==> src/hdl/rfsa_pkg.sv <==
// Package for the radio frame sample averager: field widths, codes, frame
// constants, reset values and the structs shared by the core and its units.
// Depends on nothing; compile it first.
package rfsa_pkg;

  localparam int FRAME_BYTES = 15;

  localparam int ACTION_W   = 2;
  localparam int BYTE_W     = 8;
  localparam int KIND_W     = 2;
  localparam int ERR_W      = 2;
  localparam int ADDR_W     = 16;
  localparam int RSSI_W     = 8;
  localparam int SUM_W      = 32;
  localparam int WORD_W     = 16;
  localparam int COUNT_W    = 16;
  localparam int TICK_W     = 8;
  localparam int CFG_IDX_W  = 2;
  localparam int CFG_DATA_W = 16;

  // Input actions.
  localparam logic [ACTION_W-1:0] ACT_BYTE   = 2'd0;
  localparam logic [ACTION_W-1:0] ACT_TICK   = 2'd1;
  localparam logic [ACTION_W-1:0] ACT_REPORT = 2'd2;
  localparam logic [ACTION_W-1:0] ACT_CLEAR  = 2'd3;

  // Result kinds.
  localparam logic [KIND_W-1:0] KIND_ACCEPT = 2'd0;
  localparam logic [KIND_W-1:0] KIND_REJECT = 2'd1;
  localparam logic [KIND_W-1:0] KIND_REPORT = 2'd2;

  // Error codes.
  localparam logic [ERR_W-1:0] ERR_NONE   = 2'd0;
  localparam logic [ERR_W-1:0] ERR_START  = 2'd1;
  localparam logic [ERR_W-1:0] ERR_LENGTH = 2'd2;
  localparam logic [ERR_W-1:0] ERR_TYPE   = 2'd3;

  // Configuration register indexes.
  localparam logic [CFG_IDX_W-1:0] REG_TIMEOUT = 2'd0;
  localparam logic [CFG_IDX_W-1:0] REG_NS_TEMP = 2'd1;
  localparam logic [CFG_IDX_W-1:0] REG_NS_PRES = 2'd2;

  // Frame format.
  localparam logic [BYTE_W-1:0] START_BYTE   = 8'h7E;
  localparam logic [BYTE_W-1:0] FRAME_TYPE   = 8'h81;
  localparam logic [WORD_W-1:0] FRAME_LENGTH = 16'd11;

  // Reset values of the configuration registers.
  localparam logic [TICK_W-1:0] TIMEOUT_RESET = 8'd6;
  localparam logic [WORD_W-1:0] NS_TEMP_RESET = 16'd300;
  localparam logic [WORD_W-1:0] NS_PRES_RESET = 16'd10000;

  localparam logic [COUNT_W-1:0] SAMPLES_MAX = 16'hFFFF;

  typedef struct packed {
    logic [KIND_W-1:0]  kind;
    logic [ERR_W-1:0]   error_code;
    logic [ADDR_W-1:0]  source_address;
    logic [RSSI_W-1:0]  signal_strength;
    logic [SUM_W-1:0]   pulses;
    logic [WORD_W-1:0]  temperature;
    logic [WORD_W-1:0]  pressure;
    logic [COUNT_W-1:0] sample_count;
  } result_t;

  typedef struct packed {
    logic start;
    logic clear;
  } acc_cmd_t;

  typedef struct packed {
    logic busy;
    logic done;
  } unit_sts_t;

endpackage

==> src/hdl/rfsa_if.sv <==
// Handshake interfaces of the radio frame sample averager: input items,
// result items and configuration writes. Widths come from rfsa_pkg.
interface rfsa_in_if;
  logic                          valid;
  logic                          ready;
  logic [rfsa_pkg::ACTION_W-1:0] action;
  logic [rfsa_pkg::BYTE_W-1:0]   data_byte;

  modport source (output valid, action, data_byte, input ready);
  modport sink   (input valid, action, data_byte, output ready);
endinterface

interface rfsa_out_if;
  logic                         valid;
  logic                         ready;
  logic [rfsa_pkg::KIND_W-1:0]  kind;
  logic [rfsa_pkg::ERR_W-1:0]   error_code;
  logic [rfsa_pkg::ADDR_W-1:0]  source_address;
  logic [rfsa_pkg::RSSI_W-1:0]  signal_strength;
  logic [rfsa_pkg::SUM_W-1:0]   pulses;
  logic [rfsa_pkg::WORD_W-1:0]  temperature;
  logic [rfsa_pkg::WORD_W-1:0]  pressure;
  logic [rfsa_pkg::COUNT_W-1:0] sample_count;

  modport source (output valid, kind, error_code, source_address, signal_strength,
                  pulses, temperature, pressure, sample_count, input ready);
  modport sink   (input valid, kind, error_code, source_address, signal_strength,
                  pulses, temperature, pressure, sample_count, output ready);
endinterface

interface rfsa_cfg_if;
  logic                            valid;
  logic                            ready;
  logic [rfsa_pkg::CFG_IDX_W-1:0]  index;
  logic [rfsa_pkg::CFG_DATA_W-1:0] data;

  modport source (output valid, index, data, input ready);
  modport sink   (input valid, index, data, output ready);
endinterface

==> src/hdl/rfsa_serial_acc.sv <==
// Bit-serial accumulator holding the pulse, temperature and pressure sums.
// One full adder per sum, one bit per cycle. Depends on rfsa_pkg.
module rfsa_serial_acc (
  input  logic                         clk_i,
  input  logic                         rst_ni,
  input  rfsa_pkg::acc_cmd_t           cmd_i,
  input  logic [rfsa_pkg::WORD_W-1:0]  pulse_i,
  input  logic [rfsa_pkg::WORD_W-1:0]  temp_i,
  input  logic [rfsa_pkg::WORD_W-1:0]  pres_i,
  output logic [rfsa_pkg::SUM_W-1:0]   pulse_sum_o,
  output logic [rfsa_pkg::SUM_W-1:0]   temp_sum_o,
  output logic [rfsa_pkg::SUM_W-1:0]   pres_sum_o,
  output rfsa_pkg::unit_sts_t          sts_o
);
  import rfsa_pkg::*;

  localparam int Lanes = 3;
  localparam int CntW  = $clog2(SUM_W);
  localparam logic [CntW-1:0] LastBit = CntW'(SUM_W - 1);

  logic [SUM_W-1:0] sum_q [Lanes];
  logic [SUM_W-1:0] add_q [Lanes];
  logic             carry_q [Lanes];
  logic             sbit [Lanes];
  logic             cout [Lanes];
  logic [CntW-1:0]  cnt_q;
  logic             busy_q;
  logic             done_q;

  always_comb begin
    for (int l = 0; l < Lanes; l++) begin
      sbit[l] = sum_q[l][0] ^ add_q[l][0] ^ carry_q[l];
      cout[l] = (sum_q[l][0] & add_q[l][0]) | (carry_q[l] & (sum_q[l][0] ^ add_q[l][0]));
    end
  end

  always_ff @(posedge clk_i or negedge rst_ni) begin
    if (!rst_ni) begin
      for (int l = 0; l < Lanes; l++) begin
        sum_q[l]   <= '0;
        add_q[l]   <= '0;
        carry_q[l] <= 1'b0;
      end
      cnt_q  <= '0;
      busy_q <= 1'b0;
      done_q <= 1'b0;
    end else begin
      done_q <= 1'b0;
      if (cmd_i.clear) begin
        for (int l = 0; l < Lanes; l++) begin
          sum_q[l] <= '0;
        end
      end else if (cmd_i.start) begin
        add_q[0] <= SUM_W'(pulse_i);
        add_q[1] <= SUM_W'(temp_i);
        add_q[2] <= SUM_W'(pres_i);
        for (int l = 0; l < Lanes; l++) begin
          carry_q[l] <= 1'b0;
        end
        cnt_q  <= '0;
        busy_q <= 1'b1;
      end else if (busy_q) begin
        // The sums rotate right; after a full word they are back in place.
        for (int l = 0; l < Lanes; l++) begin
          sum_q[l]   <= {sbit[l], sum_q[l][SUM_W-1:1]};
          add_q[l]   <= {1'b0, add_q[l][SUM_W-1:1]};
          carry_q[l] <= cout[l];
        end
        cnt_q <= cnt_q + 1'b1;
        if (cnt_q == LastBit) begin
          busy_q <= 1'b0;
          done_q <= 1'b1;
        end
      end
    end
  end

  assign pulse_sum_o = sum_q[0];
  assign temp_sum_o  = sum_q[1];
  assign pres_sum_o  = sum_q[2];
  assign sts_o.busy  = busy_q;
  assign sts_o.done  = done_q;

endmodule

==> src/hdl/rfsa_serial_div.sv <==
// Restoring divider producing one quotient bit per cycle, for averaging a
// 32-bit sum over the 16-bit sample count. Depends on rfsa_pkg.
module rfsa_serial_div (
  input  logic                         clk_i,
  input  logic                         rst_ni,
  input  logic                         start_i,
  input  logic [rfsa_pkg::SUM_W-1:0]   dividend_i,
  input  logic [rfsa_pkg::COUNT_W-1:0] divisor_i,
  output logic [rfsa_pkg::SUM_W-1:0]   quotient_o,
  output rfsa_pkg::unit_sts_t          sts_o
);
  import rfsa_pkg::*;

  localparam int CntW = $clog2(SUM_W);
  localparam logic [CntW-1:0] LastBit = CntW'(SUM_W - 1);

  logic [COUNT_W-1:0] rem_q;
  logic [COUNT_W-1:0] rem_d;
  logic [COUNT_W-1:0] div_q;
  logic [SUM_W-1:0]   quo_q;
  logic [COUNT_W:0]   trial;
  logic [COUNT_W:0]   diff;
  logic               ge;
  logic [CntW-1:0]    cnt_q;
  logic               busy_q;
  logic               done_q;

  // The dividend leaves quo_q at the top while quotient bits enter at the bottom.
  always_comb begin
    trial = {rem_q, quo_q[SUM_W-1]};
    diff  = trial - {1'b0, div_q};
    ge    = (trial >= {1'b0, div_q});
    rem_d = ge ? diff[COUNT_W-1:0] : trial[COUNT_W-1:0];
  end

  always_ff @(posedge clk_i or negedge rst_ni) begin
    if (!rst_ni) begin
      rem_q  <= '0;
      div_q  <= '0;
      quo_q  <= '0;
      cnt_q  <= '0;
      busy_q <= 1'b0;
      done_q <= 1'b0;
    end else begin
      done_q <= 1'b0;
      if (start_i) begin
        rem_q  <= '0;
        div_q  <= divisor_i;
        quo_q  <= dividend_i;
        cnt_q  <= '0;
        busy_q <= 1'b1;
      end else if (busy_q) begin
        rem_q <= rem_d;
        quo_q <= {quo_q[SUM_W-2:0], ge};
        cnt_q <= cnt_q + 1'b1;
        if (cnt_q == LastBit) begin
          busy_q <= 1'b0;
          done_q <= 1'b1;
        end
      end
    end
  end

  assign quotient_o = quo_q;
  assign sts_o.busy = busy_q;
  assign sts_o.done = done_q;

endmodule

==> src/hdl/radio_frame_sample_averager_core.sv <==
// Top level of the radio frame sample averager: frame store, control
// sequencer, configuration registers and result register.
// Depends on rfsa_pkg, rfsa_if, rfsa_serial_acc and rfsa_serial_div.
//
// Usage: every input item on in_i carries an action and a byte. A byte item
// fills the frame store, a tick item advances the frame timeout, a report
// item asks for the sums and averages, and a clear item zeroes the sums and
// the sample count. Results leave on out_o, at most one per input item, and
// configuration writes arrive on cfg_i, which is always ready.
// Byte items, clear items and ticks that do not end a frame produce no
// result. A tick that ends a frame leads to the frame check; an accepted
// frame that is summed then passes through the bit-serial accumulator
// before its result is loaded. A report with samples runs two restoring
// dividers side by side; a report with no samples needs no division.
// The result register decouples the sides: a new item is taken while a
// result waits, and a finished result waits in its own state only while the
// register is still full. Reset clears the control state, the sums, the
// sample count and loads the configuration defaults; the frame store is not
// cleared, as the check reads only bytes that were received.
module radio_frame_sample_averager_core #(
  parameter int FrameBytes = rfsa_pkg::FRAME_BYTES
) (
  input  logic       clk_i,
  input  logic       rst_ni,
  rfsa_in_if.sink    in_i,
  rfsa_out_if.source out_o,
  rfsa_cfg_if.sink   cfg_i
);
  import rfsa_pkg::*;

  localparam int IdxW = $clog2(FrameBytes);
  localparam int CntW = $clog2(FrameBytes + 1);

  // Sequencer states.
  localparam logic [2:0] S_IDLE  = 3'd0;
  localparam logic [2:0] S_CHECK = 3'd1;
  localparam logic [2:0] S_ACC   = 3'd2;
  localparam logic [2:0] S_DIV   = 3'd3;
  localparam logic [2:0] S_EMIT  = 3'd4;

  logic [2:0]         state_q, state_d;
  logic [CntW-1:0]    count_q, count_d;
  logic               recv_q, recv_d;
  logic [TICK_W-1:0]  tick_q, tick_d;
  logic [COUNT_W-1:0] samples_q, samples_d;
  result_t            res_q, res_d;
  result_t            out_q, out_d;
  logic               out_valid_q, out_valid_d;

  logic [TICK_W-1:0]  timeout_q;
  logic [WORD_W-1:0]  ns_temp_q;
  logic [WORD_W-1:0]  ns_pres_q;

  logic [BYTE_W-1:0]  store_q [FrameBytes];
  logic               store_we;
  logic [IdxW-1:0]    store_addr;

  acc_cmd_t           acc_cmd;
  unit_sts_t          acc_sts;
  logic [SUM_W-1:0]   pulse_sum, temp_sum, pres_sum;
  logic               div_start;
  unit_sts_t          tdiv_sts, pdiv_sts;
  logic [SUM_W-1:0]   tquo, pquo;

  logic               in_acc;
  logic [ERR_W-1:0]   frame_err;
  logic [WORD_W-1:0]  w_len, w_addr, w_pulse, w_temp, w_pres;
  logic [BYTE_W-1:0]  b_start, b_type, b_rssi;

  // Bytes at or beyond the received count read as zero.
  function automatic logic [BYTE_W-1:0] frame_byte(input logic [IdxW-1:0] pos,
                                                   input logic [CntW-1:0] cnt);
    logic [BYTE_W-1:0] val;
    val = '0;
    if (CntW'(pos) < cnt) begin
      val = store_q[pos];
    end
    return val;
  endfunction

  always_comb begin
    b_start = frame_byte(IdxW'(0), count_q);
    w_len   = {frame_byte(IdxW'(1), count_q), frame_byte(IdxW'(2), count_q)};
    b_type  = frame_byte(IdxW'(3), count_q);
    w_addr  = {frame_byte(IdxW'(4), count_q), frame_byte(IdxW'(5), count_q)};
    b_rssi  = frame_byte(IdxW'(6), count_q);
    w_pulse = {frame_byte(IdxW'(8), count_q), frame_byte(IdxW'(9), count_q)};
    w_temp  = {frame_byte(IdxW'(10), count_q), frame_byte(IdxW'(11), count_q)};
    w_pres  = {frame_byte(IdxW'(12), count_q), frame_byte(IdxW'(13), count_q)};
    priority if (b_start != START_BYTE) begin
      frame_err = ERR_START;
    end else if (w_len != FRAME_LENGTH) begin
      frame_err = ERR_LENGTH;
    end else if (b_type != FRAME_TYPE) begin
      frame_err = ERR_TYPE;
    end else begin
      frame_err = ERR_NONE;
    end
  end

  assign in_acc     = in_i.valid && in_i.ready;
  assign in_i.ready = (state_q == S_IDLE);

  always_comb begin
    logic [TICK_W-1:0] tick_inc;
    tick_inc    = tick_q + 1'b1;
    state_d     = state_q;
    count_d     = count_q;
    recv_d      = recv_q;
    tick_d      = tick_q;
    samples_d   = samples_q;
    res_d       = res_q;
    out_d       = out_q;
    out_valid_d = out_valid_q;
    store_we    = 1'b0;
    store_addr  = '0;
    acc_cmd     = '0;
    div_start   = 1'b0;

    if (out_valid_q && out_o.ready) begin
      out_valid_d = 1'b0;
    end

    unique case (state_q)
      S_IDLE: begin
        if (in_acc) begin
          unique case (in_i.action)
            ACT_BYTE: begin
              if (!recv_q) begin
                store_we   = 1'b1;
                store_addr = '0;
                count_d    = CntW'(1);
                recv_d     = 1'b1;
                tick_d     = '0;
              end else if (count_q < CntW'(FrameBytes)) begin
                // A full frame drops further bytes.
                store_we   = 1'b1;
                store_addr = count_q[IdxW-1:0];
                count_d    = count_q + 1'b1;
              end
            end
            ACT_TICK: begin
              if (recv_q) begin
                tick_d = tick_inc;
                // A wrapped count also ends the frame.
                if ((tick_inc >= timeout_q) || (tick_inc == '0)) begin
                  state_d = S_CHECK;
                end
              end
            end
            ACT_REPORT: begin
              res_d              = '0;
              res_d.kind         = KIND_REPORT;
              res_d.pulses       = pulse_sum;
              res_d.sample_count = samples_q;
              if (samples_q == '0) begin
                res_d.temperature = ns_temp_q;
                res_d.pressure    = ns_pres_q;
                state_d           = S_EMIT;
              end else begin
                div_start = 1'b1;
                state_d   = S_DIV;
              end
            end
            ACT_CLEAR: begin
              acc_cmd.clear = 1'b1;
              samples_d     = '0;
            end
            default: begin
            end
          endcase
        end
      end
      S_CHECK: begin
        res_d   = '0;
        recv_d  = 1'b0;
        count_d = '0;
        tick_d  = '0;
        if (frame_err != ERR_NONE) begin
          res_d.kind         = KIND_REJECT;
          res_d.error_code   = frame_err;
          res_d.sample_count = samples_q;
          state_d            = S_EMIT;
        end else begin
          res_d.kind            = KIND_ACCEPT;
          res_d.source_address  = w_addr;
          res_d.signal_strength = b_rssi;
          res_d.pulses          = SUM_W'(w_pulse);
          res_d.temperature     = w_temp;
          res_d.pressure        = w_pres;
          if (samples_q < SAMPLES_MAX) begin
            acc_cmd.start      = 1'b1;
            samples_d          = samples_q + 1'b1;
            res_d.sample_count = samples_q + 1'b1;
            state_d            = S_ACC;
          end else begin
            // Saturated count: report the frame but leave the sums alone.
            res_d.sample_count = samples_q;
            state_d            = S_EMIT;
          end
        end
      end
      S_ACC: begin
        if (acc_sts.done) begin
          state_d = S_EMIT;
        end
      end
      S_DIV: begin
        if (tdiv_sts.done) begin
          res_d.temperature = tquo[WORD_W-1:0];
          res_d.pressure    = pquo[WORD_W-1:0];
          state_d           = S_EMIT;
        end
      end
      S_EMIT: begin
        if (!out_valid_q || out_o.ready) begin
          out_d       = res_q;
          out_valid_d = 1'b1;
          state_d     = S_IDLE;
        end
      end
      default: begin
        state_d = S_IDLE;
      end
    endcase
  end

  always_ff @(posedge clk_i or negedge rst_ni) begin
    if (!rst_ni) begin
      state_q     <= S_IDLE;
      count_q     <= '0;
      recv_q      <= 1'b0;
      tick_q      <= '0;
      samples_q   <= '0;
      res_q       <= '0;
      out_q       <= '0;
      out_valid_q <= 1'b0;
    end else begin
      state_q     <= state_d;
      count_q     <= count_d;
      recv_q      <= recv_d;
      tick_q      <= tick_d;
      samples_q   <= samples_d;
      res_q       <= res_d;
      out_q       <= out_d;
      out_valid_q <= out_valid_d;
    end
  end

  always_ff @(posedge clk_i) begin
    if (store_we) begin
      store_q[store_addr] <= in_i.data_byte;
    end
  end

  // Configuration registers; writes to an unused index are ignored.
  assign cfg_i.ready = 1'b1;

  always_ff @(posedge clk_i or negedge rst_ni) begin
    if (!rst_ni) begin
      timeout_q <= TIMEOUT_RESET;
      ns_temp_q <= NS_TEMP_RESET;
      ns_pres_q <= NS_PRES_RESET;
    end else if (cfg_i.valid && cfg_i.ready) begin
      unique case (cfg_i.index)
        REG_TIMEOUT: timeout_q <= cfg_i.data[TICK_W-1:0];
        REG_NS_TEMP: ns_temp_q <= cfg_i.data[WORD_W-1:0];
        REG_NS_PRES: ns_pres_q <= cfg_i.data[WORD_W-1:0];
        default: begin
        end
      endcase
    end
  end

  rfsa_serial_acc u_acc (
    .clk_i       (clk_i),
    .rst_ni      (rst_ni),
    .cmd_i       (acc_cmd),
    .pulse_i     (w_pulse),
    .temp_i      (w_temp),
    .pres_i      (w_pres),
    .pulse_sum_o (pulse_sum),
    .temp_sum_o  (temp_sum),
    .pres_sum_o  (pres_sum),
    .sts_o       (acc_sts)
  );

  rfsa_serial_div u_tdiv (
    .clk_i      (clk_i),
    .rst_ni     (rst_ni),
    .start_i    (div_start),
    .dividend_i (temp_sum),
    .divisor_i  (samples_q),
    .quotient_o (tquo),
    .sts_o      (tdiv_sts)
  );

  rfsa_serial_div u_pdiv (
    .clk_i      (clk_i),
    .rst_ni     (rst_ni),
    .start_i    (div_start),
    .dividend_i (pres_sum),
    .divisor_i  (samples_q),
    .quotient_o (pquo),
    .sts_o      (pdiv_sts)
  );

  assign out_o.valid           = out_valid_q;
  assign out_o.kind            = out_q.kind;
  assign out_o.error_code      = out_q.error_code;
  assign out_o.source_address  = out_q.source_address;
  assign out_o.signal_strength = out_q.signal_strength;
  assign out_o.pulses          = out_q.pulses;
  assign out_o.temperature     = out_q.temperature;
  assign out_o.pressure        = out_q.pressure;
  assign out_o.sample_count    = out_q.sample_count;

`ifndef SYNTHESIS
  // While waiting on the accumulator it must be running or just finished.
  a_acc_active: assert property (@(posedge clk_i) disable iff (!rst_ni)
    (state_q == S_ACC) |-> (acc_sts.busy || acc_sts.done))
    else $error("sequencer waits on an idle accumulator");

  // Both dividers start together and must finish together.
  a_div_lockstep: assert property (@(posedge clk_i) disable iff (!rst_ni)
    (tdiv_sts.done == pdiv_sts.done) && (tdiv_sts.busy == pdiv_sts.busy))
    else $error("dividers out of step");

  // An idle receiver holds no bytes, and the count never passes the store.
  a_count_bounds: assert property (@(posedge clk_i) disable iff (!rst_ni)
    (!recv_q |-> (count_q == '0)) && (count_q <= CntW'(FrameBytes)))
    else $error("frame byte count inconsistent");

  // A frame check always clears reception in the following cycle.
  a_check_ends_frame: assert property (@(posedge clk_i) disable iff (!rst_ni)
    (state_q == S_CHECK) |=> !recv_q)
    else $error("frame still receiving after check");
`endif

endmodule
==> src/flat_wrapper.sv <==
// flat-port wrapper written by rule: the top's interface ports become plain ports
module radio_frame_sample_averager_core_flat import rfsa_pkg::*;
#(
  parameter int FrameBytes = rfsa_pkg::FRAME_BYTES
)
  (clk_i, rst_ni, in_i_valid, in_i_action, in_i_data_byte, in_i_ready, out_o_valid, out_o_kind, out_o_error_code, out_o_source_address, out_o_signal_strength, out_o_pulses, out_o_temperature, out_o_pressure, out_o_sample_count, out_o_ready, cfg_i_valid, cfg_i_index, cfg_i_data, cfg_i_ready);
  rfsa_in_if in_i_i ();
  rfsa_out_if out_o_i ();
  rfsa_cfg_if cfg_i_i ();
  input  logic clk_i;
  input  logic rst_ni;
  input wire logic [$bits(in_i_i.valid)-1:0] in_i_valid;
  input wire logic [$bits(in_i_i.action)-1:0] in_i_action;
  input wire logic [$bits(in_i_i.data_byte)-1:0] in_i_data_byte;
  output wire logic [$bits(in_i_i.ready)-1:0] in_i_ready;
  output wire logic [$bits(out_o_i.valid)-1:0] out_o_valid;
  output wire logic [$bits(out_o_i.kind)-1:0] out_o_kind;
  output wire logic [$bits(out_o_i.error_code)-1:0] out_o_error_code;
  output wire logic [$bits(out_o_i.source_address)-1:0] out_o_source_address;
  output wire logic [$bits(out_o_i.signal_strength)-1:0] out_o_signal_strength;
  output wire logic [$bits(out_o_i.pulses)-1:0] out_o_pulses;
  output wire logic [$bits(out_o_i.temperature)-1:0] out_o_temperature;
  output wire logic [$bits(out_o_i.pressure)-1:0] out_o_pressure;
  output wire logic [$bits(out_o_i.sample_count)-1:0] out_o_sample_count;
  input wire logic [$bits(out_o_i.ready)-1:0] out_o_ready;
  input wire logic [$bits(cfg_i_i.valid)-1:0] cfg_i_valid;
  input wire logic [$bits(cfg_i_i.index)-1:0] cfg_i_index;
  input wire logic [$bits(cfg_i_i.data)-1:0] cfg_i_data;
  output wire logic [$bits(cfg_i_i.ready)-1:0] cfg_i_ready;
  assign in_i_i.valid = in_i_valid;
  assign in_i_i.action = in_i_action;
  assign in_i_i.data_byte = in_i_data_byte;
  assign in_i_ready = in_i_i.ready;
  assign out_o_valid = out_o_i.valid;
  assign out_o_kind = out_o_i.kind;
  assign out_o_error_code = out_o_i.error_code;
  assign out_o_source_address = out_o_i.source_address;
  assign out_o_signal_strength = out_o_i.signal_strength;
  assign out_o_pulses = out_o_i.pulses;
  assign out_o_temperature = out_o_i.temperature;
  assign out_o_pressure = out_o_i.pressure;
  assign out_o_sample_count = out_o_i.sample_count;
  assign out_o_i.ready = out_o_ready;
  assign cfg_i_i.valid = cfg_i_valid;
  assign cfg_i_i.index = cfg_i_index;
  assign cfg_i_i.data = cfg_i_data;
  assign cfg_i_ready = cfg_i_i.ready;
  radio_frame_sample_averager_core #(.FrameBytes(FrameBytes)) u_core (.clk_i(clk_i), .rst_ni(rst_ni), .in_i(in_i_i), .out_o(out_o_i), .cfg_i(cfg_i_i));
endmodule
==> config.mk <==
export PLATFORM = sky130hd
export DESIGN_NAME = radio_frame_sample_averager_core_flat
export DESIGN_NICKNAME = d
export VERILOG_FILES = /design/src/hdl/rfsa_pkg.sv /design/src/hdl/rfsa_if.sv /design/src/hdl/rfsa_serial_acc.sv /design/src/hdl/rfsa_serial_div.sv /design/src/hdl/radio_frame_sample_averager_core.sv /design/src/flat_wrapper.sv
export SDC_FILE = /design/constraint.sdc
export NUM_CORES = 1
export LEC_CHECK = 0
export ABC_AREA = 1
export BUFFER_PORTS_ARGS = -buffer_cell sky130_fd_sc_hd__buf_2
export CAP_MARGIN = 5
export CORE_MARGIN = 2
export CORE_UTILIZATION = 30
export DETAILED_ROUTE_END_ITERATION = 10
export GPL_TIMING_DRIVEN = 0
export PLACE_DENSITY = 0.55
export SYNTH_ARGS = -nofsm -noshare
export SYNTH_HDL_FRONTEND = slang
export SYNTH_SLANG_ARGS = --single-unit
==> constraint.sdc <==
create_clock -name clk_i -period 2.4 [get_ports clk_i]
set_input_delay 0.48 -clock clk_i [delete_from_list [all_inputs] [get_ports clk_i]]
set_output_delay 0.48 -clock clk_i [all_outputs]
set_load 0.01 [all_outputs]
# After elaboration in Yosys (flattened, before gate mapping)
# Memory sizes are Yosys's and may differ from the RTL's.
# Index checks and enable logic that the tools add are counted.
# word_totals
in_bits	33
mem_bits_rw	120
n_memories	1
register_bits	616
word_cells	268
# memory_table
memory	depth	word_bits	rd	rd_clocked_by_memory_dff	wr	line	text
u_core.store_q	15	8	13	0	1	radio_frame_sample_averager_core.sv:54	logic [BYTE_W-1:0] store_q [FrameBytes];
# op_classes
n_eq_ne	29
n_lt_le_gt_ge	18
addsub	8
n_reduce_logical	30
n_mux	119
bitwise_logic	16
# ops
operator	n
two-way mux 96 bit	5
two-way mux 108 bit	2
two-way mux 32 bit	6
two-way mux 16 bit	10
two-way mux 8 bit	16
one-hot mux 60 bit (2 select lines)	1
one-hot mux 32 bit (3 select lines)	1
two-way mux 88 bit	1
one-hot mux 16 bit (2 select lines)	2
two-way mux 1 bit	39
two-way mux 4 bit	9
greater-or-equal comparator 17 x 16 -> 1 bit	2
two-way mux 3 bit	11
one-hot mux 8 bit (2 select lines)	2
subtractor 16 bit	2
two-way mux 5 bit	6
< comparator 4 bit, first input constant	6
inequality test 3 bit, second input constant	6
adder 16 x 1 -> 16 bit, second input constant	1
logical NOT 16 bit	1
< comparator 16 bit, second input constant	1
inequality test 16 x 4 -> 1 bit, second input constant	1
adder 5 x 1 -> 5 bit, second input constant	3
== test 5 bit, second input constant	3
38 further kinds	83

# Longest topological paths before layout
# logic_depth
depth_word	11
mapped_depth	17

# Cells and area by module
# From an unflattened synthesis, not the netlist that was laid out.
# hier_totals
cells_unflattened	3614
area_unflattened_um2	32638.8
# modules_own_cells
mod	area_per_inst_um2	n_inst	cells_per_inst	seq_area_each_um2
radio_frame_sample_averager_core	17157.7	1	1729	10368.7
rfsa_serial_acc	6921.6	1	735	3853.7
rfsa_serial_div (u_core.u_tdiv)	4322.9	1	571	1776.7
rfsa_serial_div (u_core.u_pdiv)	4236.6	1	579	1776.7

# Least setup slack after synthesis
# Ideal clock, no wire load.
# synth_path
kind	register to register
start	register u_core.state_q[1]
end	memory u_core.store_q[12][0], enable pin
setup_slack_ps	64
path_buffers	0
stages_incl_launch_ff	8
t_arrival_ps	1966
setup_time_ps	370
synth_period_minus_slack_ps	2336
cell_sequence	dfrtp_1 nor2_1 nand2_1 nor2_1 inv_1 nor2_1 or3b_2 nor2_1
# synth_between
elab_chain_len	6
elab_cells_between_ends	8
classes_between	mux (6); reduce/logical (2)
# synth_lines
element	line	text
start, declared	radio_frame_sample_averager_core.sv:41	logic [2:0] state_q, state_d;
start signal, assigned	radio_frame_sample_averager_core.sv:239	state_q <= state_d;
logical NOT 3 bit *	radio_frame_sample_averager_core.sv:102, radio_frame_sample_averager_core.sv:124	
logical AND 1 bit	radio_frame_sample_averager_core.sv:101	assign in_acc = in_i.valid && in_i.ready;
two-way mux 1 bit	radio_frame_sample_averager_core.sv:126	if (in_acc) begin
two-way mux 1 bit	radio_frame_sample_averager_core.sv:124	unique case (state_q)
two-way mux 1 bit	radio_frame_sample_averager_core.sv:251	if (store_we) begin
two-way mux 1 bit (implied by the code)	radio_frame_sample_averager_core.sv:252	store_q[store_addr] <= in_i.data_byte;
end, declared	radio_frame_sample_averager_core.sv:54	
# Mark *: on every way between the ends. The rest lies on a longest branch, timed or not.

# Final worst setup path
# layout_path
start	register u_core.samples_q[0]
end	register u_core.u_acc.add_q[67] (netlist bit)
# layout_between
elab_chain_len	6
elab_cells_between_ends	7
classes_between	order compare (1); mux (4); reduce/logical (2)
# layout_lines
element	line	text
start, declared	radio_frame_sample_averager_core.sv:45	logic [COUNT_W-1:0] samples_q, samples_d;
start signal, assigned	radio_frame_sample_averager_core.sv:243	samples_q <= samples_d;
< comparator 16 bit *	radio_frame_sample_averager_core.sv:191	if (samples_q < SAMPLES_MAX) begin
two-way mux 1 bit *	radio_frame_sample_averager_core.sv:191	
two-way mux 1 bit *	radio_frame_sample_averager_core.sv:179	if (frame_err != ERR_NONE) begin
two-way mux 1 bit *	radio_frame_sample_averager_core.sv:124	
nonzero test 2 bit (no source line)	n/a	
AND reduction 2 bit (no source line)	n/a	
end signal, assigned by index	rfsa_serial_acc.sv:66	add_q[l] <= {1'b0, add_q[l][SUM_W-1:1]};
end, declared	rfsa_serial_acc.sv:22	logic [SUM_W-1:0] add_q [Lanes];
# Marked as above.
# A chain may end at the register's enable or synchronous reset.

==> flow_summary.toml <==
[global_route]
grt_pass1_vias = 23100
grt.total_usage = 0.179
grt_pass1_wl_mm = 141
overflow = 0
antenna_found_initial = 7
grt_max_degree = 109

[logic_synthesis]
synth_top_flop_cell = "dfrtp_1"
synth_top_area_cell = "dfrtp_1"
synth_nets = 3355
synth_top_cell_area_share = 0.467
yosysWarningCount = 0
syn_area_per_cell_sq_um = 9.16
ys_ff_latch = 672
synth_area_leaders = "dfrtp_1 47%, nand2_1 11%, edfxtp_1 10%"
synthCells = 3262
syn-cell-area_sq_um = 29900
yosysUniqueCellTypes = 53
synth_seq_area_share = 0.581
synth_edf_count = 104
synthTopCellsByCount = "874 x nand2_1, 557 x dfrtp_1, 340 x o21ai_0, 319 x inv_1, 268 x nand3_1"
synth.most_common_cell = "nand2_1"
async_flop_share = 0.845

[flow_run]
drv_cap = 0

[routing]
drt_iter0_markers = 2347
vias = 24100
routedWlPerCell_um = 19.2
dr.pass1.iters = 6
route.detailed.drc = 0
avgViaCountPerCell = 4.94
detail-route-antenna-nets = 0
routed_wl_mm = 93.5

[clock_network]
cts_buffers = 74
cts_tree = "built"
clk_root_buffer_cell = "clkbuf_16"
h-tree-depth = 3
cts_buffer_depth = 3
clk_pin_slew_ns = 0.06
clk_latency_ns = 0.63
cts.sinks = 672

[die]
fp.coreArea_sq_um = 98600
die_w_um = 320
io_pins = 144
start_util = 0.303
dieArea_sq_um = 102000
dieHeight_um = 320
rows = 115

[placed_design]
port_buffers = 142
place.gp.congestion = 0.878
placed_cell_area_sq_um = 32400
hpwl_mm = 66.8

[power_and_ir_drop]
p_leak_nw = 16.5
worst_ir_drop_vdd_v = 0.000739
power_density_nw_per_um2 = 1330
p_total_w = 0.0491

[setup_path]
r2r-end = "u_core.u_acc.add_q[67]"
cp_num_buf_inv = 2
r2r_start = "u_core.samples_q[0]"
crit_arrival_ns = 2.89
reg2reg_depth = 14
max_stage_delay_ns = 0.43
crit_type = "reg -> reg"
critPathMaxFanout = 8
path_depth = 14
end_kind = "register"
r2r_slack_ns = 0.01
crit_required_ns = 2.90
cpMostUsedCell = "nor2_4"
crit_family = "simple AND/OR/NAND/NOR gates"
crit_path_end = "u_core.u_acc.add_q[67]"
worstPathCellList = "ha_4, nand3_4, nor2_4, nand2_2, nor2_4, nand2_2, nor2_4, nand3_4, nand2_8, nand2_8, buf_12, clkbuf_16, nand3_2, o21ai_1"
start_kind = "register"
critical-path-slowest-cell = "dfrtp_2"
crit_start = "u_core.samples_q[0]"

[worst_hold_path]
min_path_type = "in -> reg"
holdPathStages = 3

[timing]
hold_violations = 0
setup_viol = 0
slew_violations = 0
rsz0062_at_grt = "true"
tightest_slew_ns = 0.733
finalCritPeriodShare = 0.995
setup_tns_ns = 0
hold-worst-slack_ns = 0.130
max_freq_mhz = 419
clock_skew_ns = 0.0302
relSlewSlack = 0.508
fin_crit_ns = 2.39

[cells_and_area]
fillCellCount = 9900
final_nets = 3631
syn2layout_area_growth_pct = 23.4
design_area_sq_um = 36800
drive_above_1_share = 0.184
antenna_cells = 0

[run_status]
status = "finished clean"
==> cells in the final DEF (no fill, tap or decap), types with 18 or more instances in the layout <==
cell / instances
clkbuf_16: 83
o21ai_0: 326
o21ai_2: 28
clkbuf_4: 23
a21oi_2: 18
edfxtp_1: 104
ha_1: 47
o221ai_1: 39
inv_1: 309
nor2_4: 26
nand4_1: 27
nand3_2: 35
clkbuf_1: 69
a22oi_1: 32
buf_2: 159
xor2_1: 26
o21ai_1: 72
nand2_1: 851
buf_4: 55
nand3_1: 231
nor2_1: 68
a21oi_1: 67
o211ai_1: 27
dfrtp_1: 552
clkbuf_2: 23
==> cell type report <==
cell class / count / area, sq um / area share
multi-input cells: 2089 / 11400 / 0.310
clock inverters: 33 / 419 / 0.0114
plain buffers: 168 / 1150 / 0.0312
inverters: 333 / 1270 / 0.0345
well taps: 1287 / 1610 / 0.0437
flip-flops and latches: 672 / 17400 / 0.471
clock buffers: 102 / 2070 / 0.0561
repair buffers: 200 / 1530 / 0.0416
==> through the flow <==
| stage | cells | worst slack [ns] | util |
|---|---|---|---|
| CTS | 4854 | -0.0755 | 0.361 |
| global route | 4884 | -0.0676 | 0.374 |
| floorplan | 3262 | 0.0639 | - |
| global placement | 4691 | -11.71 | 0.327 |
| detailed placement | 4697 | -1.07 | 0.328 |
| finish | 4884 | 0.0111 | 0.374 |
==> worst register-to-register path, cell delays in order (launching register included) <==
cell and delay (ns):
dfrtp_2 0.43, ha_4 0.17, nand3_4 0.09, nor2_4 0.16, nand2_2 0.08, nor2_4 0.15, nand2_2 0.09, nor2_4 0.15
nand3_4 0.16, nand2_8 0.23, nand2_8 0.10, buf_12 0.17, clkbuf_16 0.15, nand3_2 0.06, o21ai_1 0.07
==> state kept, by name, indices dropped and copies added, names as in the netlist, 16 cells and up <==
| name | flops |
|---|---|
| u_core.samples_q | 16 |
| u_core.out_o.source_address | 16 |
| u_core.u_pdiv.rem_q | 16 |
| u_core.u_acc.pres_sum_o | 32 |
| u_core.ns_pres_q | 16 |
| u_core.u_pdiv.quotient_o | 32 |
| u_core.u_tdiv.rem_q | 16 |
| u_core.res_q | 108 |
| u_core.u_tdiv.div_q | 16 |
| u_core.out_o.pressure | 16 |
| u_core.u_acc.add_q | 48 |
| u_core.store_q | 104 |
| u_core.u_acc.temp_sum_o | 32 |
| u_core.u_tdiv.quotient_o | 32 |
| u_core.out_o.temperature | 16 |
| u_core.u_acc.pulse_sum_o | 32 |
| u_core.out_o.pulses | 32 |
| u_core.out_o.sample_count | 16 |
| u_core.ns_temp_q | 16 |
==> worst min-delay path by stage <==
stage                                       startpoint                            to  slack [ns]
after detailed placement                        rst_ni   u_core.u_acc.pres_sum_o[11]        0.34
after CTS                                cfg_i_data[9]           u_core.ns_pres_q[9]         0.1
after floorplan                                 rst_ni             u_core.count_q[0]        0.18
after global routing                     cfg_i_data[9]           u_core.ns_pres_q[9]        0.11
after global placement    u_core.u_tdiv.quotient_o[24]  u_core.u_tdiv.quotient_o[25]        0.46
final                                    cfg_i_data[9]           u_core.ns_pres_q[9]        0.13
==> power by group <==
group          total [W]  switching [W]  internal (W)
logic             0.0206         0.0130       0.00760
registers         0.0168        0.00203        0.0148
clock network     0.0117        0.00489       0.00676
==> per-layer routing <==
layer	wire length (um)	share of wire	GRT usage	vias to the layer above
met2	41300	0.44	0.270	768
met5	48	0.00051	0	-
met3	6550	0.070	0.0377	135
met4	2230	0.024	0.0507	6
li1	-	-	-	11400
met1	43400	0.46	0.257	11800
==> repair_timing <==
item / in CTS / in global routing
pin swaps: 10 / 27
cloned: 1 / 10
hold buffers: 1 / 0
gates resized for setup: 173 / 263
hold endpoints to repair: 22 / 0
setup buffers: 21 / 20
endpoints found under the setup margin: 610 / 523
==> cells by family after synthesis <==
| family | count (synthesis) | share of synthesized area |
|---|---|---|
| compound gates | 655 | 0.123 |
| xor+xnor | 42 | 0.0123 |
| fa+ha+maj | 60 | 0.0264 |
| buf+inv | 502 | 0.0679 |
| flops | 672 | 0.581 |
| mux | 12 | 0.00452 |
| other cells | 1 | 0.000126 |
| simple gates | 1318 | 0.185 |
Note: power is estimated with default switching activity, not from simulation.
